`src/hw/rtl/deq_pkg.sv`:
```
// Shared types, codes and defaults for the double-ended queue.
package deq_pkg;

  localparam int WORD_W    = 64;
  localparam int DEPTH_DEF = 16;

  // Operation codes carried in the op field
  typedef enum logic [2:0] {
    OP_PUSH_FRONT = 3'd0,
    OP_PUSH_BACK  = 3'd1,
    OP_POP_FRONT  = 3'd2,
    OP_POP_BACK   = 3'd3,
    OP_REVERSE    = 3'd4,
    OP_QUERY      = 3'd5
  } op_t;

  // Status codes reported with every result
  typedef enum logic [1:0] {
    ST_DONE  = 2'd0,
    ST_FULL  = 2'd1,
    ST_EMPTY = 2'd2
  } status_t;

  // One incoming command item
  typedef struct packed {
    logic [2:0]        op;
    logic [WORD_W-1:0] value;
  } req_t;

  // One result item
  typedef struct packed {
    logic [WORD_W-1:0] front_value;
    logic [WORD_W-1:0] back_value;
    logic [4:0]        count;
    logic              empty_res;
    logic [1:0]        status;
  } res_t;

  // Result bookkeeping handed from the pointer logic to the output stage
  typedef struct packed {
    logic [4:0] count;
    logic       empty;
    status_t    status;
    logic       rev;
  } res_meta_t;

endpackage

```
`src/hw/rtl/deq_ram.sv`:
```
// Ring store: one write port, two read ports with registered data and write bypass.
module deq_ram import deq_pkg::*; #(
  parameter int DEPTH = DEPTH_DEF,
  parameter int AW    = $clog2(DEPTH)
) (
  input  logic              clk,
  input  logic              wr_en,
  input  logic [AW-1:0]     wr_addr,
  input  logic [WORD_W-1:0] wr_data,
  input  logic [AW-1:0]     rd_addr_a,
  input  logic [AW-1:0]     rd_addr_b,
  output logic [WORD_W-1:0] rd_data_a,
  output logic [WORD_W-1:0] rd_data_b
);

  logic [WORD_W-1:0] mem [DEPTH];

  // Write the pushed word
  always_ff @(posedge clk) begin
    if (wr_en) begin
      mem[wr_addr] <= wr_data;
    end
  end

  // Read both ends; forward a word written in the same cycle
  always_ff @(posedge clk) begin
    rd_data_a <= (wr_en && wr_addr == rd_addr_a) ? wr_data : mem[rd_addr_a];
    rd_data_b <= (wr_en && wr_addr == rd_addr_b) ? wr_data : mem[rd_addr_b];
  end

endmodule

```
`src/hw/rtl/deq_ctrl.sv`:
```
// Pointer, occupancy and direction logic of the double-ended queue.
module deq_ctrl import deq_pkg::*; #(
  parameter int DEPTH = DEPTH_DEF,
  parameter int AW    = $clog2(DEPTH),
  parameter int CW    = $clog2(DEPTH + 1)
) (
  input  logic          clk,
  input  logic          rst,
  input  logic          in_valid,
  input  logic [2:0]    in_op,
  output logic          wr_en,
  output logic [AW-1:0] wr_addr,
  output logic [AW-1:0] rd_head,
  output logic [AW-1:0] rd_tail,
  output logic          res_valid,
  output res_meta_t     meta
);

  localparam logic [AW-1:0] LAST_IDX = AW'(DEPTH - 1);
  localparam logic [CW-1:0] FULL_CNT = CW'(DEPTH);

  logic [AW-1:0] head, head_next;
  logic [AW-1:0] tail, tail_next;
  logic [CW-1:0] occ, occ_next;
  logic          rev, rev_next;
  status_t       status_next;
  logic          full, empty, phys_front;

  function automatic logic [AW-1:0] idx_inc(input logic [AW-1:0] x);
    return (x == LAST_IDX) ? '0 : x + 1'b1;
  endfunction

  function automatic logic [AW-1:0] idx_dec(input logic [AW-1:0] x);
    return (x == '0) ? LAST_IDX : x - 1'b1;
  endfunction

  assign full  = (occ == FULL_CNT);
  assign empty = (occ == '0);

  // Decode the operation and compute the next pointers
  always_comb begin
    head_next   = head;
    tail_next   = tail;
    occ_next    = occ;
    rev_next    = rev;
    status_next = ST_DONE;
    wr_en       = 1'b0;
    wr_addr     = head;
    phys_front  = 1'b0;
    if (in_valid) begin
      case (in_op)
        OP_PUSH_FRONT, OP_PUSH_BACK: begin
          phys_front = (in_op == OP_PUSH_FRONT) != rev;
          if (full) begin
            status_next = ST_FULL;
          end else begin
            wr_en    = 1'b1;
            occ_next = occ + 1'b1;
            if (phys_front) begin
              head_next = idx_dec(head);
              wr_addr   = head_next;
            end else begin
              tail_next = idx_inc(tail);
              wr_addr   = tail_next;
            end
          end
        end
        OP_POP_FRONT, OP_POP_BACK: begin
          phys_front = (in_op == OP_POP_FRONT) != rev;
          if (empty) begin
            status_next = ST_EMPTY;
          end else begin
            occ_next = occ - 1'b1;
            if (phys_front) begin
              head_next = idx_inc(head);
            end else begin
              tail_next = idx_dec(tail);
            end
          end
        end
        OP_REVERSE: begin
          rev_next = ~rev;
        end
        default: begin
          // query and unused codes leave the state alone
        end
      endcase
    end
  end

  assign rd_head = head_next;
  assign rd_tail = tail_next;

  // Hold queue state; tail sits one behind head when empty
  always_ff @(posedge clk) begin
    if (rst) begin
      head      <= '0;
      tail      <= LAST_IDX;
      occ       <= '0;
      rev       <= 1'b0;
      res_valid <= 1'b0;
    end else begin
      head      <= head_next;
      tail      <= tail_next;
      occ       <= occ_next;
      rev       <= rev_next;
      res_valid <= in_valid;
    end
  end

  // Capture result bookkeeping alongside the read data
  always_ff @(posedge clk) begin
    if (in_valid) begin
      meta.count  <= 5'(occ_next);
      meta.empty  <= (occ_next == '0);
      meta.status <= status_next;
      meta.rev    <= rev_next;
    end
  end

  // Expected tail position from head and occupancy
  logic [AW:0]   tail_sum;
  logic [AW-1:0] tail_exp;
  assign tail_sum = {1'b0, head} + (AW+1)'(occ) - 1'b1;
  assign tail_exp = (tail_sum >= (AW+1)'(DEPTH)) ? AW'(tail_sum - (AW+1)'(DEPTH))
                                                 : tail_sum[AW-1:0];

  a_occ_bound: assert property (@(posedge clk) disable iff (rst)
    occ <= FULL_CNT)
    else $error("occupancy above depth");

  a_tail_track: assert property (@(posedge clk) disable iff (rst)
    (occ != '0) |-> (tail == tail_exp))
    else $error("tail pointer out of step with head and occupancy");

  a_refused_hold: assert property (@(posedge clk) disable iff (rst)
    (in_valid && status_next != ST_DONE) |=> ($stable(occ) && $stable(head) && $stable(tail)))
    else $error("refused operation changed queue state");

  a_write_room: assert property (@(posedge clk) disable iff (rst)
    wr_en |-> (occ < FULL_CNT))
    else $error("write issued into a full store");

endmodule

```
`src/hw/rtl/double_ended_queue.sv`:
```
// Top level of the double-ended queue: command register, pointer logic, ring store, result.
//
// The block takes one command item on every clock cycle: busy stays low, and each
// accepted item yields exactly one result on the result port, marked by done once the
// item has passed the command register and then the registered result stage. Results
// stream out at one per cycle in command order, and the receiver cannot stall them.
// The rate is set by the single pass through the pointer update and the two-port ring
// store, whose read data is registered together with the result fields. The store
// needs no clearing after reset; front_value and back_value read 0 while the queue is empty.
module double_ended_queue import deq_pkg::*; #(
  parameter int DEPTH = DEPTH_DEF
) (
  input  logic clk,
  input  logic rst,
  input  logic start,
  output logic busy,
  input  req_t request,
  output logic done,
  output res_t result
);

  localparam int AW = $clog2(DEPTH);
  localparam int CW = $clog2(DEPTH + 1);

  logic              req_valid;
  req_t              req;
  logic              wr_en;
  logic [AW-1:0]     wr_addr;
  logic [AW-1:0]     rd_head;
  logic [AW-1:0]     rd_tail;
  logic [WORD_W-1:0] head_word;
  logic [WORD_W-1:0] tail_word;
  logic              res_valid;
  res_meta_t         meta;

  assign busy = 1'b0;

  // Register the incoming command item
  always_ff @(posedge clk) begin
    if (rst) begin
      req_valid <= 1'b0;
    end else begin
      req_valid <= start;
    end
  end

  always_ff @(posedge clk) begin
    if (start) begin
      req <= request;
    end
  end

  deq_ctrl #(
    .DEPTH (DEPTH),
    .AW    (AW),
    .CW    (CW)
  ) u_ctrl (
    .clk       (clk),
    .rst       (rst),
    .in_valid  (req_valid),
    .in_op     (req.op),
    .wr_en     (wr_en),
    .wr_addr   (wr_addr),
    .rd_head   (rd_head),
    .rd_tail   (rd_tail),
    .res_valid (res_valid),
    .meta      (meta)
  );

  deq_ram #(
    .DEPTH (DEPTH),
    .AW    (AW)
  ) u_ram (
    .clk       (clk),
    .wr_en     (wr_en),
    .wr_addr   (wr_addr),
    .wr_data   (req.value),
    .rd_addr_a (rd_head),
    .rd_addr_b (rd_tail),
    .rd_data_a (head_word),
    .rd_data_b (tail_word)
  );

  // Map physical ends to logical front and back
  assign done               = res_valid;
  assign result.front_value = meta.empty ? '0 : (meta.rev ? tail_word : head_word);
  assign result.back_value  = meta.empty ? '0 : (meta.rev ? head_word : tail_word);
  assign result.count       = meta.count;
  assign result.empty_res   = meta.empty;
  assign result.status      = meta.status;

endmodule
```
`config.mk`:
```
export PLATFORM = sky130hd
export DESIGN_NAME = double_ended_queue
export DESIGN_NICKNAME = d
export VERILOG_FILES = /design/src/hw/rtl/deq_pkg.sv /design/src/hw/rtl/deq_ram.sv /design/src/hw/rtl/deq_ctrl.sv /design/src/hw/rtl/double_ended_queue.sv
export SDC_FILE = /design/constraint.sdc
export NUM_CORES = 1
export LEC_CHECK = 0
export ABC_AREA = 0
export BUFFER_PORTS_ARGS = -buffer_cell sky130_fd_sc_hd__clkbuf_2
export CORE_ASPECT_RATIO = 1.4
export CORE_UTILIZATION = 55
export DETAILED_ROUTE_END_ITERATION = 16
export PLACE_DENSITY = 0.76
export SETUP_SLACK_MARGIN = 0.5
export SLEW_MARGIN = 10
export SYNTH_ARGS = -nofsm -noshare
export SYNTH_HDL_FRONTEND = slang
export SYNTH_SLANG_ARGS = --single-unit
```
`constraint.sdc`:
```
create_clock -name clk -period 8.02 [get_ports clk]
set_input_delay 1.203 -clock clk [delete_from_list [all_inputs] [get_ports clk]]
set_output_delay 1.203 -clock clk [all_outputs]
set_load 0.05 [all_outputs]
```
==> results.json <==
{
  "rsz0062_at_grt": "false",
  "synth_cell_type_count": 74,
  "initial_core_util_pct": 55.8,
  "use_met3_pct": 5.23,
  "synth-seq-cells": 1124,
  "most-common-layout-cells": "1100 x edfxtp_1, 512 x mux4_2, 257 x a22o_1, 205 x clkbuf_2, 144 x nor2_1",
  "endpoint_kind": "primary output",
  "seqCellArea_um2": 33500,
  "final_hold_viol_count": 0,
  "insertion_delay_ns": 0.71,
  "ys_warn_count": 0,
  "required_ns": 6.82,
  "numPortBuffers": 206,
  "syn_nets": 2661,
  "avgSynthCellArea_um2": 19.8,
  "cts_buffers": 104,
  "critPathSlowestCell": "buf_4",
  "path_cells": "buf_4, mux4_2, a22o_1, nor2_1, o22ai_1, clkbuf_2",
  "max-slew-margin-rel_pct": 17.6,
  "crit_path_start_kind": "flip-flop",
  "power_frac_seq_pct": 50.7,
  "yosysTopAreaCell": "edfxtp_1",
  "p_clk_share_pct": 39.0,
  "final_common_cell": "edfxtp_1",
  "cts_tree": "built",
  "hp-start": "u_ctrl.tail[1]$_SDFF_PP1_",
  "finalSetupViolCount": 0,
  "p_leak_uw": 0.0182,
  "power.density_nw_per_um2": 232,
  "io_pins": 208,
  "synth.top_cell.area_share_pct": 64.6,
  "irDropWorstVdd_mv": 0.187,
  "p_int_uw": 10000,
  "nets": 2810,
  "placed_area_um2": 53300,
  "critPathKind": "flip-flop to primary output",
  "synth_top_family_by_area": "multiplexers",
  "finalCriticalPeriod_ns": 5.29,
  "synth.area.mux_share_pct": 22.7,
  "cts_hold_buf": 0,
  "switching_share_pct": 24.1,
  "grt_pass1_wl_mm": 197,
  "drc": 0,
  "n_antenna_cell": 0,
  "dp_slack_ns": 3.22,
  "pwr-share-comb_pct": 10.3,
  "setup_slack_ns": 2.73,
  "antenna_found_initial": 3,
  "synth-main-ff-cell": "edfxtp_1",
  "die_width_um": 260,
  "syn_inst": 2585,
  "instances_no_fill": 4019,
  "max-cap-violations": 0,
  "cts_setup_buffers": 0,
  "post-route-period-util_pct": 66.0,
  "slew_viol_final": 0,
  "status": "finished clean",
  "ff2ff_path_depth": 5,
  "synth-xor-area-share_pct": 0.186,
  "die_y_um": 363,
  "async_flop_share_pct": 0,
  "post_cts_resized": 0,
  "yosysSeqAreaShare_pct": 65.6,
  "drt_iter0_markers": 3642,
  "synth_compound_area_share_pct": 6.80,
  "fill_cells": 6100,
  "tns_ns": 0,
  "worstMarginPinSlew_ns": 1.24,
  "min_path_cells": 2,
  "cts.root.buffer_cell": "clkbuf_16",
  "ant_nets": 0,
  "fin_skew_ns": 0.0294,
  "via_per_inst": 7.29,
  "p_sw_uw": 3180,
  "rows": 131,
  "fmax_ghz": 0.189,
  "detail_route.wl_per_cell_um": 33.6,
  "netlist_area_um2": 51100,
  "core-area_um2": 91600,
  "slowest_delay_ns": 0.88,
  "num_vias": 29300,
  "overflow": 0,
  "synth_area_leaders": "edfxtp_1 65%, mux4_2 23%, a22o_1 4.4%",
  "worst_hold_path_type": "flip-flop to flip-flop",
  "synthAdderAreaFrac_pct": 0.147,
  "drive_gt1_share_pct": 35.0,
  "multi_input_area_um2": 16700,
  "gp_congestion": 0.855,
  "routed_wl_mm": 135,
  "synth-edff-count": 1100,
  "dp_hpwl_mm": 70.8,
  "die_area_um2": 94200,
  "grt_max_degree": 167,
  "htreeDepth": 3,
  "power_uw": 13200,
  "final_area_um2": 56900,
  "clkTransAtPathRegs_ns": 0.06,
  "critPathArrivalTime_ns": 4.09,
  "rrSetupSlack_ns": 3.18,
  "met2_usage_pct": 48.3,
  "track_usage_pct": 29.0,
  "placed_cells": 3825,
  "synth-simple-area-share_pct": 2.45,
  "busiest_layer": "met2",
  "r2r-end": "u_ram.mem[10][39]$_DFFE_PP_",
  "timing.rr.start": "req_valid$_SDFF_PP0_",
  "met1_usage_pct": 37.8,
  "area_growth_pct": 11.3,
  "numClockSinks": 1124,
  "clockBufferDepth": 3,
  "grt_pass1_vias": 30900,
  "firstDrtPassIters": 5,
  "crit_fanout": 47
}
## kinds of logic (layout without fill, tap and decap cells)
family | Yosys count | after routing
other cells | 1 | 1
buf+inv | 233 | 470
simple gates | 250 | 250
xor+xnor | 10 | 10
flops | 1124 | 1124
mux | 516 | 516
compound gates | 445 | 445
fa+ha+maj | 6 | 6
## Yosys cell counts (2+ instances only)
cell type / number
mux4_2: 512
nor4_2: 8
nor3_2: 2
nor3_1: 5
nor4_1: 9
nand2_1: 17
a31oi_1: 6
o2111ai_1: 2
edfxtp_1: 1100
a211oi_1: 2
and3_1: 4
inv_1: 10
o22ai_1: 130
xnor2_1: 8
a21oi_2: 3
buf_4: 45
a21o_1: 3
ha_1: 6
nand3_1: 18
o31ai_1: 2
clkbuf_1: 113
or4bb_1: 2
nor2b_1: 10
a22o_1: 257
and2_1: 6
nand4_1: 2
o21ai_0: 11
nand3b_1: 2
dfxtp_1: 24
a21oi_1: 10
or4_4: 2
buf_1: 22
inv_2: 2
nor2_1: 146
o21a_1: 4
buf_6: 3
nand2b_1: 4
buf_2: 37
## power groups by stage
stage | registers (uW) | clock network [uW] | logic [uW]
after global routing | 6700 | 5400 | 1420
after detailed placement | 6810 | 0 | 1350
after floorplan | 6730 | 0 | 1030
final | 6690 | 5150 | 1360
after CTS | 6690 | 5200 | 1360
after global placement | 6800 | 0 | 1340
## flip-flops by register name (all words and copies together) (netlist names), named ones only
name / flops
u_ctrl.res_valid: 1
u_ctrl.rev: 1
u_ram.mem: 1024
req: 67
u_ctrl.occ: 5
u_ctrl.tail: 4
req_valid: 1
u_ctrl.meta: 9
u_ctrl.head: 4
## per-layer routing
metal	wire length (um)	share of wire, %
met5	55	0.041
met4	5080	3.8
met3	13600	10
met2	68300	51
met1	48100	36
## worst max-delay path, delay by kind of cell (launching register included)
family,cells,cell delay [ns]
AND/OR/NAND/NOR,1,0.37
buffers and inverters,2,1.16
multiplexers,1,0.61
flip-flops,1,0.81
AO/OA/AOI/OAI,2,0.39
## worst max-delay path by stage
| stage | end | slack (ns) | cells past startpoint |
|---|---|---|---|
| 2_1_floorplan | u_ram.mem[1][0]$_DFFE_PP_ | -0.23 | 5 |
| 3_3_place_gp | result[126] | 3.40 | 6 |
| 3_5_place_dp | u_ram.mem[14][26]$_DFFE_PP_ | 3.22 | 5 |
| 4_1_cts | result[62] | 2.62 | 6 |
| 5_1_grt | result[134] | 2.51 | 6 |
| 6_report | result[62] | 2.73 | 6 |
## metrics by stage
step                hold WS, ns  utilization [%]
global placement          0.540             58.2
global route              0.611             62.1
finish                    0.552             62.1
CTS                       0.560             62.1
floorplan                 0.499                -
detailed placement        0.548             58.2
## area by class of cell
| cell class | count | area share (%) |
|---|---|---|
| multi-input combinational | 1228 | 29.3 |
| inverter | 12 | 0.0792 |
| clock buffer | 121 | 4.89 |
| timing repair buffer | 264 | 2.74 |
| tap | 1197 | 2.63 |
| sequential | 1124 | 59.0 |
| clock inverter | 73 | 1.38 |
(Power assumes the default switching activity.)
